===== config.mk =====
export PLATFORM = sky130hd
export DESIGN_NAME = integer_fifo_with_search
export DESIGN_NICKNAME = d
export VERILOG_FILES = /design/src/hdl/ifs_pkg.sv /design/src/hdl/ifs_cell.sv /design/src/hdl/integer_fifo_with_search.sv
export SDC_FILE = /design/constraint.sdc
export NUM_CORES = 1
export LEC_CHECK = 0
export BUFFER_PORTS_ARGS = -buffer_cell sky130_fd_sc_hd__buf_2
export CORE_ASPECT_RATIO = 0.8
export CORE_MARGIN = 2
export CORE_UTILIZATION = 25
export CTS_CLUSTER_DIAMETER = 100
export DETAILED_ROUTE_END_ITERATION = 6
export GPL_TIMING_DRIVEN = 0
export PLACE_DENSITY = 0.42
export SYNTH_ARGS = -nofsm -noshare
export SYNTH_HDL_FRONTEND = slang
export SYNTH_SLANG_ARGS = --single-unit

===== constraint.sdc =====
create_clock -name clk -period 3.63 [get_ports clk]
set_input_delay 0.5445 -clock clk [delete_from_list [all_inputs] [get_ports clk]]
set_output_delay 0.5445 -clock clk [all_outputs]
set_load 0.02 [all_outputs]

===== src/hdl/ifs_pkg.sv =====
package ifs_pkg;

    localparam int DEPTH_DEF = 16;
    localparam int DATA_W    = 32;
    localparam int REQ_W     = 2;
    localparam int STATUS_W  = 2;

    typedef enum logic [REQ_W-1:0] {
        REQ_ENQ  = 2'd0,
        REQ_DEQ  = 2'd1,
        REQ_SRCH = 2'd2
    } req_t;

    typedef enum logic [STATUS_W-1:0] {
        ST_OK    = 2'd0,
        ST_EMPTY = 2'd1,
        ST_FULL  = 2'd2
    } status_t;

    typedef enum logic [1:0] {
        S_IDLE,
        S_SCAN,
        S_EXEC
    } state_t;

    typedef struct packed {
        logic load;
        logic shift;
        logic clear;
        logic scan;
    } cell_ctrl_t;

endpackage


===== src/hdl/ifs_cell.sv =====
module ifs_cell #(
    parameter int INDEX = 0,
    parameter int CNT_W = 5
) (
    input  logic                             clk,
    input  ifs_pkg::cell_ctrl_t              ctrl,
    input  logic [CNT_W-1:0]                 count,
    input  logic signed [ifs_pkg::DATA_W-1:0] value,
    input  logic signed [ifs_pkg::DATA_W-1:0] right_data,
    input  logic                             right_hit,
    output logic signed [ifs_pkg::DATA_W-1:0] data,
    output logic                             hit
);

    logic signed [ifs_pkg::DATA_W-1:0] data_reg;
    logic signed [ifs_pkg::DATA_W-1:0] data_next;
    logic                              hit_reg;
    logic                              hit_next;
    logic                              occupied;

    assign occupied = count > CNT_W'(INDEX);

    always_comb
    begin
        data_next = data_reg;
        if (ctrl.load && (count == CNT_W'(INDEX)))
        begin
            data_next = value;
        end
        else if (ctrl.shift)
        begin
            data_next = right_data;
        end
    end

    always_comb
    begin
        hit_next = hit_reg;
        if (ctrl.clear)
        begin
            hit_next = 1'b0;
        end
        else if (ctrl.scan)
        begin
            hit_next = right_hit || (occupied && (data_reg == value));
        end
    end

    always_ff @(posedge clk)
    begin
        data_reg <= data_next;
        hit_reg  <= hit_next;
    end

    assign data = data_reg;
    assign hit  = hit_reg;

endmodule


===== src/hdl/integer_fifo_with_search.sv =====
// Bounded FIFO of signed 32-bit integers with a membership search, built as a
// row of DEPTH cells where cell 0 always holds the head. One request is taken
// at a time. An enqueue or dequeue item goes from the idle state to the exec
// state, where its result is registered, and the block then returns to idle
// for the next item. A search first passes through the scan state, where the
// hit bit ripples one cell per cycle from the tail end of the row to the head,
// and then registers its result in the exec state. A stalled result holds the
// following item in the exec state until the output register frees. A new
// request is accepted whenever the block is idle, even while the previous
// result still waits at the output register. Enqueue on a full queue is
// dropped with status full, dequeue on an empty queue returns status empty;
// request code 3 is a no-op that only reports the current state.
module integer_fifo_with_search #(
    parameter int DEPTH = ifs_pkg::DEPTH_DEF,
    parameter int CNT_W = $clog2(DEPTH + 1)
) (
    input  logic                                clk,
    input  logic                                rst_n,
    input  logic                                req_valid,
    output logic                                req_stall,
    input  logic [ifs_pkg::REQ_W-1:0]           req_type,
    input  logic signed [ifs_pkg::DATA_W-1:0]   value,
    output logic                                res_valid,
    input  logic                                res_stall,
    output logic [ifs_pkg::STATUS_W-1:0]        status,
    output logic signed [ifs_pkg::DATA_W-1:0]   removed_value,
    output logic                                found,
    output logic signed [ifs_pkg::DATA_W-1:0]   front_value,
    output logic                                is_empty,
    output logic [CNT_W-1:0]                    occupancy
);

    localparam int SCAN_W = $clog2(DEPTH);

    ifs_pkg::state_t                    state_reg;
    ifs_pkg::state_t                    state_next;
    logic [SCAN_W-1:0]                  scan_reg;
    logic [SCAN_W-1:0]                  scan_next;
    logic [CNT_W-1:0]                   count_reg;
    logic [CNT_W-1:0]                   count_next;
    logic [ifs_pkg::REQ_W-1:0]          op_reg;
    logic signed [ifs_pkg::DATA_W-1:0]  key_reg;
    logic                               res_valid_reg;
    logic                               res_valid_next;

    logic [ifs_pkg::STATUS_W-1:0]       status_reg;
    logic signed [ifs_pkg::DATA_W-1:0]  removed_reg;
    logic                               found_reg;
    logic signed [ifs_pkg::DATA_W-1:0]  front_reg;
    logic                               empty_reg;
    logic [CNT_W-1:0]                   occ_reg;

    logic                               accept;
    logic                               do_op;
    logic                               scan_last;
    logic                               is_full;
    logic                               is_void;
    ifs_pkg::cell_ctrl_t                ctrl;

    logic signed [ifs_pkg::DATA_W-1:0]  data_w [DEPTH+1];
    logic                               hit_w  [DEPTH+1];

    logic [ifs_pkg::STATUS_W-1:0]       st_c;
    logic signed [ifs_pkg::DATA_W-1:0]  rem_c;
    logic                               fnd_c;
    logic signed [ifs_pkg::DATA_W-1:0]  front_c;

    assign is_full   = count_reg == CNT_W'(DEPTH);
    assign is_void   = count_reg == '0;
    assign scan_last = scan_reg == SCAN_W'(DEPTH - 1);
    assign accept    = req_valid && !req_stall;

    always_comb
    begin
        state_next = state_reg;
        unique case (state_reg)
            ifs_pkg::S_IDLE:
            begin
                if (req_valid)
                begin
                    state_next = (req_type == ifs_pkg::REQ_SRCH) ? ifs_pkg::S_SCAN
                                                                 : ifs_pkg::S_EXEC;
                end
            end
            ifs_pkg::S_SCAN:
            begin
                if (scan_last)
                begin
                    state_next = ifs_pkg::S_EXEC;
                end
            end
            ifs_pkg::S_EXEC:
            begin
                if (!res_valid_reg || !res_stall)
                begin
                    state_next = ifs_pkg::S_IDLE;
                end
            end
            default:
            begin
                state_next = ifs_pkg::S_IDLE;
            end
        endcase
    end

    always_comb
    begin
        req_stall  = 1'b1;
        do_op      = 1'b0;
        ctrl       = '0;
        scan_next  = scan_reg;
        unique case (state_reg)
            ifs_pkg::S_IDLE:
            begin
                req_stall  = 1'b0;
                ctrl.clear = 1'b1;
                scan_next  = '0;
            end
            ifs_pkg::S_SCAN:
            begin
                ctrl.scan = 1'b1;
                scan_next = scan_reg + SCAN_W'(1);
            end
            ifs_pkg::S_EXEC:
            begin
                do_op = !res_valid_reg || !res_stall;
                ctrl.load  = do_op && (op_reg == ifs_pkg::REQ_ENQ) && !is_full;
                ctrl.shift = do_op && (op_reg == ifs_pkg::REQ_DEQ) && !is_void;
            end
            default:
            begin
                req_stall = 1'b1;
            end
        endcase
    end

    always_comb
    begin
        st_c       = ifs_pkg::ST_OK;
        rem_c      = '0;
        fnd_c      = 1'b0;
        count_next = count_reg;
        front_c    = is_void ? '0 : data_w[0];
        priority if (op_reg == ifs_pkg::REQ_ENQ)
        begin
            if (is_full)
            begin
                st_c = ifs_pkg::ST_FULL;
            end
            else
            begin
                count_next = count_reg + CNT_W'(1);
                front_c    = is_void ? key_reg : data_w[0];
            end
        end
        else if (op_reg == ifs_pkg::REQ_DEQ)
        begin
            if (is_void)
            begin
                st_c = ifs_pkg::ST_EMPTY;
            end
            else
            begin
                rem_c      = data_w[0];
                count_next = count_reg - CNT_W'(1);
                front_c    = (count_reg == CNT_W'(1)) ? '0 : data_w[1];
            end
        end
        else if (op_reg == ifs_pkg::REQ_SRCH)
        begin
            fnd_c = hit_w[0];
        end
        else
        begin
            st_c = ifs_pkg::ST_OK;
        end
    end

    always_comb
    begin
        res_valid_next = res_valid_reg;
        if (res_valid_reg && !res_stall)
        begin
            res_valid_next = 1'b0;
        end
        if (do_op)
        begin
            res_valid_next = 1'b1;
        end
    end

    always_ff @(posedge clk or negedge rst_n)
    begin
        if (!rst_n)
        begin
            state_reg     <= ifs_pkg::S_IDLE;
            scan_reg      <= '0;
            count_reg     <= '0;
            res_valid_reg <= 1'b0;
        end
        else
        begin
            state_reg     <= state_next;
            scan_reg      <= scan_next;
            res_valid_reg <= res_valid_next;
            if (do_op)
            begin
                count_reg <= count_next;
            end
        end
    end

    always_ff @(posedge clk)
    begin
        if (accept)
        begin
            op_reg  <= req_type;
            key_reg <= value;
        end
        if (do_op)
        begin
            status_reg  <= st_c;
            removed_reg <= rem_c;
            found_reg   <= fnd_c;
            front_reg   <= front_c;
            empty_reg   <= count_next == '0;
            occ_reg     <= count_next;
        end
    end

    assign data_w[DEPTH] = '0;
    assign hit_w[DEPTH]  = 1'b0;

    for (genvar i = 0; i < DEPTH; i++)
    begin : g_cell
        ifs_cell #(
            .INDEX (i),
            .CNT_W (CNT_W)
        ) u_cell (
            .clk        (clk),
            .ctrl       (ctrl),
            .count      (count_reg),
            .value      (key_reg),
            .right_data (data_w[i+1]),
            .right_hit  (hit_w[i+1]),
            .data       (data_w[i]),
            .hit        (hit_w[i])
        );
    end

    assign res_valid     = res_valid_reg;
    assign status        = status_reg;
    assign removed_value = removed_reg;
    assign found         = found_reg;
    assign front_value   = front_reg;
    assign is_empty      = empty_reg;
    assign occupancy     = occ_reg;

endmodule


==> metrics, run 1 <==
residual overflow from global routing=0; clock group share of total power=30.6%; most common library cells after synthesis=619 x edfxtp_1, 466 x mux2_2, 329 x xnor2_1, 185 x xor2_1, 103 x clkbuf_1; HP Class=in -> reg; run status=complete, no violations; via count=roughly 22000; critical path class=reg -> reg; Std-Cell Rows=119; crit end category=register; vias in the first global route=around 21000; Leakage=0.0129 uW; Gate Count Post-Synth=2380; cells along the critical path=buf_2, clkdlybuf4s15_1, and3_1, ha_1, clkbuf_1, nand2_1, nand2_2, buf_16; Core Region=132000 um^2; DRT met1 WL=66.2 mm; Synth Warn #=0; setup slack, reg-to-reg=0.06 ns; worst path required time=3.99 ns; met2 wire length=56.1 mm; RSZ-0062 raised after global routing=false; ys flop type=edfxtp_1; Worst Setup Start Kind=register; largest family of logic cells by synthesized area=multiplexers; Critical Path AT=between 3 and 4 ns; Slew HR=13.9%; Power Internal=around 15000 uW; latest clock arrival within the worst-skew pair=between 0.6 and 0.7 ns; Core Util, Final=29.4%; Sw Share=36.4%; register area share after synthesis=57.6%; f_max=280 MHz; hold depth=1; max incr delay on CP=~0.73 ns; count leader, synth=edfxtp_1; routability cong.=0.932; Async SR Flop Fraction=1.85%; Filler cells=13300; final-report max-slew violation count=0; first-pass GRT wire length=~180 mm; combinational power share=between 20% and 30%; largest net degree at the start of global routing=83; clock buffer depth=3; Total Power=24100 uW; Reg clk slew, reported paths=0.06 ns; Cell Area, Synth=33400 um^2; simple-gate share of the synthesized area=6.53%; CP max FO=20; minimum clock period=3.57 ns; Layout area overhead=16.6%; Pwr Density=620 nW/um^2; Distinct cells, synth=66; number of enable flip-flop cells after synthesis=between 600 and 700; final-report setup violation count=0; TritonCTS buffer count=74; dpl cell area=between 30000 and 40000 um^2; syn_nets=around 2400; Seq pwr share=40.5%; Vias/cell=slightly below 5; Worst VDD drop=0.310 mV; Synth Area in Adders=0.263%; Hold EP=key_reg[27]$_DFFE_PP_; Detailed Routing Iterations Pass 1=6; #FFs+latches synth=approximately 650; Top Metal Used=met4; buffers added on ports=112; IO Count=113; WHS=0.0641 ns; final worst path period share=98.4%; Finished Layout Cells=4409; syn avg cell area=14.0 um^2; Starting Density=25.3%; post-synthesis compound-gate area fraction=2.24%; worst-path cell with the longest stage delay=clkdlybuf4s15_1; XOR/XNOR Fraction of Synth Area=between 10 and 15%; max reg flops=512; DIE AREA=approximately 140000 um^2; Met3 Routed Length=9.81 mm; clock root buffer master=clkbuf_16; RR Endpoint=g_cell[15].u_cell.data[19]$_SDFFCE_PN0P_; Chip Height=331 um; Final Hold Vio Count=0; dpl cells=4256; Post-DP HPWL=110 mm; Final ANT Viol Nets=0; Switching Power=8770 uW; WL final=136 mm; WL/cell=30.9 um; layout cells sized above 1=31.3%; DR DRC count=0; Synth area leaders=edfxtp_1 56%, mux2_2 16%, xnor2_1 8.6%; Die X=around 410 um; Worst Max-Slew Pin Slew=between 1 and 1.5 ns; setup clock skew after layout=0.0181 ns; H-tree depth=3; initial DRC count=roughly 2400; post-route cell area=38900 um^2; clock sink count=about 650; post-synthesis mux area share=~16%; clock tree from TritonCTS=built; beginning of the worst register-to-register path=count_reg[2]$_DFFE_PN0P_; Nets=2635; share of the synthesized area in the top cell type=55.7%; maxcap violations=0; antenna violations before repair=5; hold_sp=value[27]; post-synth top area cell=edfxtp_1; FF-to-FF path depth=8; total track usage=approximately 20%
[timing repair]
item                                    in CTS  in global routing
buffers inserted                             0                 11
hold buffers                                 1                  0
endpoints found under the setup margin     541                144
gates resized for setup                     22                  5
pin swaps                                    1                  2
hold endpoints to repair                    12                  0
[metal layers]
| metal | up-vias | GRT usage [%] |
|---|---|---|
| li1 | 9261 | - |
| met1 | 11100 | 29.7 |
| met2 | 1026 | 28.0 |
| met3 | 148 | 3.51 |
| met4 | 0 | 5.78 |
| met5 | - | 0 |
[power groups by stage]
stage          clock, uW  combinational (uW)  sequential [uW]
2_1_floorplan          0                3390             9980
5_1_grt             7790                7220             9830
3_5_place_dp           0                6810             9900
6_report            7380                6980             9760
4_1_cts             7540                6890             9750
3_3_place_gp           0                6690             9940
[how the worst max path moves through the flow]
stage | slack (ns) | start | cells past startpoint | to
final | 0.06 | count_reg[2]$_DFFE_PN0P_ | 8 | g_cell[15].u_cell.data[19]$_SDFFCE_PN0P_
after global routing | 0.02 | count_reg[2]$_DFFE_PN0P_ | 8 | g_cell[15].u_cell.data[5]$_SDFFCE_PN0P_
after CTS | 0.03 | count_reg[1]$_DFFE_PN0P_ | 10 | g_cell[14].u_cell.data[20]$_DFFE_PP_
after detailed placement | -1.73 | count_reg[0]$_DFFE_PN0P_ | 8 | g_cell[3].u_cell.data[15]$_DFFE_PP_
after global placement | -3.68 | state_reg[0]$_DFFE_PN0P_ | 5 | g_cell[8].u_cell.data[23]$_DFFE_PP_
after floorplan | -0.17 | count_reg[2]$_DFFE_PN0P_ | 5 | g_cell[10].u_cell.data[0]$_DFFE_PP_
[critical path, delay by kind of cell (launching register included)]
kind	cells	cell delay, ns
buf+inv	4	1.60
flops	1	0.42
simple gates	3	0.72
fa+ha+maj	1	0.50
[final cells by class]
class / count / area (um^2) / area share [%]
timing repair buffer: 134 / 883 / 2.27
clock buffer: 113 / 2170 / 5.57
clock inverter: 21 / 120 / 0.309
tap: 1754 / 2190 / 5.64
buffer: 218 / 1030 / 2.65
antenna: 7 / 17.5 / 0.0450
inverter: 39 / 146 / 0.376
sequential: 647 / 19200 / 49.4
multi-input combinational: 1476 / 13100 / 33.7
[per-stage QoR]
stage	setup TNS, ns	setup slack [ns]
detailed placement	-565.75	-1.73
global placement	-863.12	-3.68
global route	0	0.0193
floorplan	-10.97	-0.171
finish	0	0.0582
CTS	0	0.0318
[kinds of logic (layout without fill, tap and decap cells)]
logic type	Yosys count	in the layout
AO/OA/AOI/OAI	98	98
XOR/XNOR	514	514
adder cells (fa/ha/maj)	7	7
buffers and inverters	257	525
flip-flops	647	647
multiplexers	486	486
other	0	7
AND/OR/NAND/NOR	371	371
[cells in the final DEF, fill, tap and decap left out, types with 17 or more instances in the layout]
cell       instances
mux2_1            18
inv_1             39
xor2_1           185
xnor2_1          329
buf_1             22
buf_2            181
nor4_1            58
mux2_2           466
a222oi_1          31
nand2_1           32
edfxtp_1         619
nand4_1           94
and3_1            65
clkbuf_16         81
nor2_1            31
buf_4             28
o21ai_0           20
nand3_1           17
clkbuf_1         131
Power figures use the tool's default switching activity.
==> run 2, diff against run 1 <==
- GPL_TIMING_DRIVEN: 0 -> unset
==> run 2 against run 1 <==
Against the previous run: the flow now finishes with violations (design-rule violations); design area increased by 0.26%; via count is 5.4% lower; routed wire length decreased by 14%; setup slack better by 0.25 ns; sequential cell count stayed put; largest cell class unchanged; global-route usage fell by 2.6 points; register-to-register slack better by 0.25 ns; sequential share of layout area decreased by 0.13 points.
==> metrics, run 2 (same netlist as run 1, synthesis figures left out) <==
IO Count=113 (unchanged); Core Region=132000 um^2 (unchanged); FF-to-FF path depth=8 (unchanged); Switching Power=8000 uW (-8.8%); Reg clk slew, reported paths=0.06 ns (about the same); antenna violations before repair=6 (+1); total track usage=17.0% (-2.6 points); Chip Height=331 um (unchanged); Worst VDD drop=0.366 mV (+18%); Vias/cell=4.74 (-3.1%); RR Endpoint=g_cell[14].u_cell.data[29]$_DFFE_PP_; routability cong.=0.844 (-9.4%); final-report setup violation count=0 (unchanged); Leakage=0.0131 uW (+1.6%); Filler cells=13100 (-1.1%); Critical Path AT=3.62 ns (-0.31 ns); first-pass GRT wire length=165 mm (-9.3%); RSZ-0062 raised after global routing=false; critical path class=reg -> reg; DIE AREA=136000 um^2 (unchanged); minimum clock period=3.33 ns (-0.246 ns); Final ANT Viol Nets=0 (unchanged); clock tree from TritonCTS=built; final-report max-slew violation count=0 (unchanged); Worst Setup EP=g_cell[14].u_cell.data[29]$_DFFE_PP_; Pwr Density=620 nW/um^2 (about the same); post-CTS sizing=0 (-100%); setup_tns=0 ns (unchanged); buffers added on ports=112 (unchanged); initial DRC count=2145 (-8.7%); largest net degree at the start of global routing=77 (-7.2%); Worst Max-Slew Pin Slew=0.968 ns (-0.324 ns); f_max=301 MHz (+7.4%); Die X=412 um (unchanged); WL final=117 mm (-14%); CP max FO=32 (+60%); Starting Density=25.3% (unchanged); setup slack, reg-to-reg=0.30 ns (+0.25 ns); combinational power share=23.9% (-5.0 points); crit end category=register; DR DRC count=1 (+1); maxcap violations=0 (unchanged); Sw Share=33.1% (-3.3 points); latest clock arrival within the worst-skew pair=0.67 ns (about the same); Seq pwr share=42.1% (+1.6 points); clock root buffer master=clkbuf_16; Layout area overhead=16.9%; Critical Path Source=count_reg[0]$_DFFE_PN0P_; Post-DP HPWL=83.9 mm (-24%); Std-Cell Rows=119 (unchanged); Detailed Routing Iterations Pass 1=7 (+1); clock group share of total power=34.0% (+3.4 points); commonest non-fill, non-tap cell in the layout=edfxtp_1; clock buffer depth=3 (unchanged); Worst Setup Start Kind=register; Place WS=0.363 ns (+2.09 ns); residual overflow from global routing=0 (unchanged); TritonCTS buffer count=77 (+4.1%); max reg flops=512 (unchanged); Final Hold Vio Count=0 (unchanged); setup slack after layout=0.304 ns (+0.246 ns); commonest non-fill, non-tap cells in the layout=619 x edfxtp_1, 466 x mux2_2, 329 x xnor2_1; worst path required time=3.92 ns (-0.07 ns); Slew HR=35.5% (+22 points); HP Class=in -> reg; WL/cell=27.3 um (-12%); clock sink count=647 (unchanged); run status=finished with violations; H-tree depth=3 (unchanged); Power Internal=16200 uW (+5.5%); vias in the first global route=20700 (-2.1%); via count=20400 (-5.4%); final worst path period share=91.6% (-6.8 points); layout cells sized above 1=33.4% (+2.1 points); Nets=2534 (-3.8%); setup clock skew after layout=0.0385 ns (+0.0204 ns); failing checks=design-rule violations; beginning of the worst register-to-register path=count_reg[0]$_DFFE_PN0P_
-- run 2: repair_timing --
item | CTS | global route
hold buffers | 1 | 0
endpoints found under the hold margin | 12 | 0
setup buffers | 0 | 0
-- run 2: worst min path at each step --
stage / cells after the start / end / from
3_3_place_gp: 2 / g_cell[9].u_cell.hit$_SDFFE_PP0P_ / g_cell[9].u_cell.hit$_SDFFE_PP0P_
6_report: 1 / key_reg[16]$_DFFE_PP_ / value[16]
4_1_cts: 1 / key_reg[12]$_DFFE_PP_ / value[12]
3_5_place_dp: 2 / g_cell[9].u_cell.hit$_SDFFE_PP0P_ / g_cell[9].u_cell.hit$_SDFFE_PP0P_
2_1_floorplan: 0 / count_reg[0]$_DFFE_PN0P_ / rst_n
5_1_grt: 1 / key_reg[19]$_DFFE_PP_ / value[19]
-- run 2: through the flow --
step / cell area [um^2] / total power (uW) / hold slack (ns) / instances / util, %
2_1_floorplan: 33400 / 13400 / 0.249 / 2380 / -
3_3_place_gp: 36300 / 16100 / 0.455 / 4163 / 27.5
3_5_place_dp: 36300 / 16100 / 0.460 / 4163 / 27.5
4_1_cts: 39000 / 24400 / 0.00631 / 4305 / 29.5
5_1_grt: 39000 / 25100 / 0.0232 / 4305 / 29.5
6_report: 39000 / 24200 / 0.0481 / 4306 / 29.5
-- run 2: final cells by class --
type / count / area (um^2) / share of cell area [%]
sequential: 647 / 19200 / 49.3
inverter: 39 / 146 / 0.375
antenna: 1 / 2.50 / 0.00642
clock inverter: 45 / 614 / 1.58
tap: 1754 / 2190 / 5.63
timing repair buffer: 248 / 1780 / 4.58
multi-input combinational: 1476 / 13000 / 33.4
clock buffer: 96 / 2020 / 5.18
-- run 2: routing by layer --
| metal | share of wire (%) | wire length (um) | global-route usage [%] |
|---|---|---|---|
| met1 | 50 | 58900 | 26.1 |
| met2 | 41 | 48600 | 24.4 |
| met3 | 6.6 | 7730 | 3.43 |
| met4 | 1.8 | 2100 | 3.46 |
| met5 | 0 | 0 | 0 |
-- run 2: power by group through the flow --
stage | combinational (uW) | sequential, uW | clock, uW
final | 5780 | 10200 | 8230
after global routing | 6180 | 10200 | 8680
after detailed placement | 5780 | 10300 | 0
after global placement | 5750 | 10300 | 0
after CTS | 5810 | 10200 | 8420
after floorplan | 3390 | 9980 | 0
-- run 2: worst max-delay path: stages, from the launching register on --
cell and delay (ns):
dfrtp_1 0.59, inv_1 0.23, ha_1 0.31, nand4bb_1 0.17, and2_2 0.23, nand2_2 0.11
nor4_4 0.69, nand2b_1 0.21, buf_4 0.40
==> run 3, diff against run 2 <==
- CAP_MARGIN: unset -> 10
- CORE_ASPECT_RATIO: 0.8 -> 1.5
==> run 3 against run 2 <==
Against the previous run: the flow now finishes without violations; sequential power about the same; routed wire length decreased by 1.6%; setup slack improved by 0.20 ns; non-clock buffer count increased by 36; sequential share of layout area about the same; sequential cell count unchanged; maximum frequency increased by 6.3%; critical path type unchanged; largest power group unchanged.
==> metrics, run 3 (same netlist as run 1, synthesis figures left out) <==
WL final=116 mm (-1.6%); cells along the critical path=xor2_1, nor4_1, o2111ai_1, or4_1, o21ai_0; RR Endpoint=g_cell[13].u_cell.hit$_SDFFE_PP0P_; layout cells sized above 1=33.2% (-0.29 points); commonest non-fill, non-tap cell in the layout=edfxtp_1; max reg flops=512 (unchanged); CP max FO=12 (-63%); HP Class=in -> reg; max incr delay on CP=1.03 ns (+0.34 ns); Vias/cell=4.58 (-3.3%); WL/cell=26.7 um (-2.0%); Nets=2568 (+1.3%); IO Count=113 (unchanged); final-report setup violation count=0 (unchanged); commonest non-fill, non-tap cells in the layout=619 x edfxtp_1, 466 x mux2_2, 329 x xnor2_1; Final ANT Viol Nets=0 (unchanged); vias in the first global route=21600 (+4.0%); hold_sp=value[24]; Layout area overhead=17.0% (about the same); Hold EP=key_reg[24]$_DFFE_PP_; Die X=302 um (-27%); Std-Cell Rows=164 (+38%); crit end category=register; run status=complete, no violations; setup clock skew after layout=0.0379 ns (-0.000570 ns); minimum clock period=3.13 ns (-0.197 ns); clock buffer depth=3 (unchanged); final-report max-slew violation count=0 (unchanged); maxcap violations=0 (unchanged); clock sink count=647 (unchanged); buffers added on ports=112 (unchanged); Worst Max-Slew Pin Slew=1.10 ns (+0.135 ns); DR DRC count=0 (-1); Detailed Routing Iterations Pass 1=6 (-1); beginning of the worst register-to-register path=key_reg[9]$_DFFE_PP_; TritonCTS buffer count=75 (-2.6%); Final Hold Vio Count=0 (unchanged); f_max=320 MHz (+6.3%); final worst path period share=86.2% (-5.4 points); Pwr Density=598 nW/um^2 (-3.5%); critical path class=reg -> reg; Post-DP HPWL=86.8 mm (+3.5%); hold depth=1 (unchanged); via count=19800 (-2.8%); clock tree from TritonCTS=built; first-pass GRT wire length=162 mm (-1.5%); antenna violations before repair=3 (-3); latest clock arrival within the worst-skew pair=0.68 ns (about the same); worst path required time=4.23 ns (+0.31 ns); Core Region=133000 um^2 (+0.53%); FF-to-FF path depth=5 (-3); H-tree depth=3 (unchanged); Worst VDD drop=0.401 mV (+9.4%); Chip Height=451 um (+36%); RSZ-0062 raised after global routing=false; initial DRC count=1296 (-40%); dpl cell area=36500 um^2 (+0.34%); Reg clk slew, reported paths=0.06 ns (about the same); DIE AREA=136000 um^2 (about the same); worst-path cell with the longest stage delay=edfxtp_1; Filler cells=13400 (+2.0%); Critical Path AT=3.73 ns (+0.11 ns); total track usage=16.8% (-0.14 points); routability cong.=0.855 (+1.3%); Worst Setup Start Kind=register; Core Util, Final=29.4% (-0.13 points); clock root buffer master=clkbuf_16; residual overflow from global routing=0 (unchanged); post-route cell area=39000 um^2 (about the same); Starting Density=25.1% (-0.13 points); Leakage=0.0131 uW (about the same); largest net degree at the start of global routing=49 (-36%); setup slack, reg-to-reg=0.50 ns (+0.20 ns); Slew HR=26.2% (-9.3 points)
-- run 3: cell types whose count changed in the layout (fill, tap and decap cells not counted), moves of 2 or more --
cell,before,now
buf_12,16,18
clkinvlp_4,2,4
bufinv_16,13,1
buf_4,119,130
clkinv_16,0,2
clkbuf_1,17,22
clkbuf_8,2,4
clkinv_8,4,1
dlygate4sd3_1,1,23
-- run 3: through the flow --
stage	setup slack [ns]	setup TNS, ns	hold WS (ns)	cells	power, uW
3_3_place_gp	0.436	0	0.443	4165	16200
5_1_grt	0.436	0	0.0277	4325	24300
3_5_place_dp	0.511	0	0.452	4166	16200
2_1_floorplan	-0.171	-10.97	0.249	2380	13400
6_report	0.501	0	0.0674	4326	23300
4_1_cts	0.467	0	0.0000545	4325	23800
-- run 3: layout make-up --
class	count	area, um^2	area share (%)
Sequential cell	647	19200	49.2
Clock buffer	102	2040	5.23
Clock inverter	34	282	0.721
Antenna cell	1	2.50	0.00641
Tap cell	1743	2180	5.59
Multi-Input combinational cell	1476	13000	33.4
Timing Repair Buffer	284	2130	5.46
Inverter	39	146	0.375
-- run 3: report_power, final --
group	internal [uW]	switching, uW
Clock	4050	3310
Sequential	9270	847
Combinational	2050	3810
Total	15400	7970
-- run 3: worst max-delay path by stage --
stage                              from                                  end  cells past startpoint
2_1_floorplan  count_reg[2]$_DFFE_PN0P_  g_cell[10].u_cell.data[0]$_DFFE_PP_                      5
3_3_place_gp      key_reg[27]$_DFFE_PP_    g_cell[5].u_cell.hit$_SDFFE_PP0P_                      5
3_5_place_dp       key_reg[9]$_DFFE_PP_   g_cell[13].u_cell.hit$_SDFFE_PP0P_                      5
4_1_cts            key_reg[9]$_DFFE_PP_   g_cell[13].u_cell.hit$_SDFFE_PP0P_                      5
5_1_grt        count_reg[0]$_DFFE_PN0P_  g_cell[3].u_cell.data[23]$_DFFE_PP_                      9
6_report           key_reg[9]$_DFFE_PP_   g_cell[13].u_cell.hit$_SDFFE_PP0P_                      5
-- run 3: layer usage --
layer	share of wire [%]	vias to the layer above	track usage [%]	wire length, um
met4	6.6	0	10.2	7580
li1	-	9104	-	-
met3	2.8	209	2.06	3260
met5	0	-	0	0
met1	35	10100	16.8	40400
met2	56	457	32.6	64300
-- run 3: critical path, delay by kind of cell (launching register included) --
kind	cells	cell delay [ns]
compound gates	2	0.48
xor+xnor	1	0.14
simple gates	2	1.37
flops	1	1.03
-- run 3: timing repair --
action / in CTS / in global routing
resized for setup: 0 / 0
hold buffers: 23 / 0
setup endpoints to repair: 0 / 0
buffers inserted: 0 / 0
hold endpoints to repair: 34 / 0
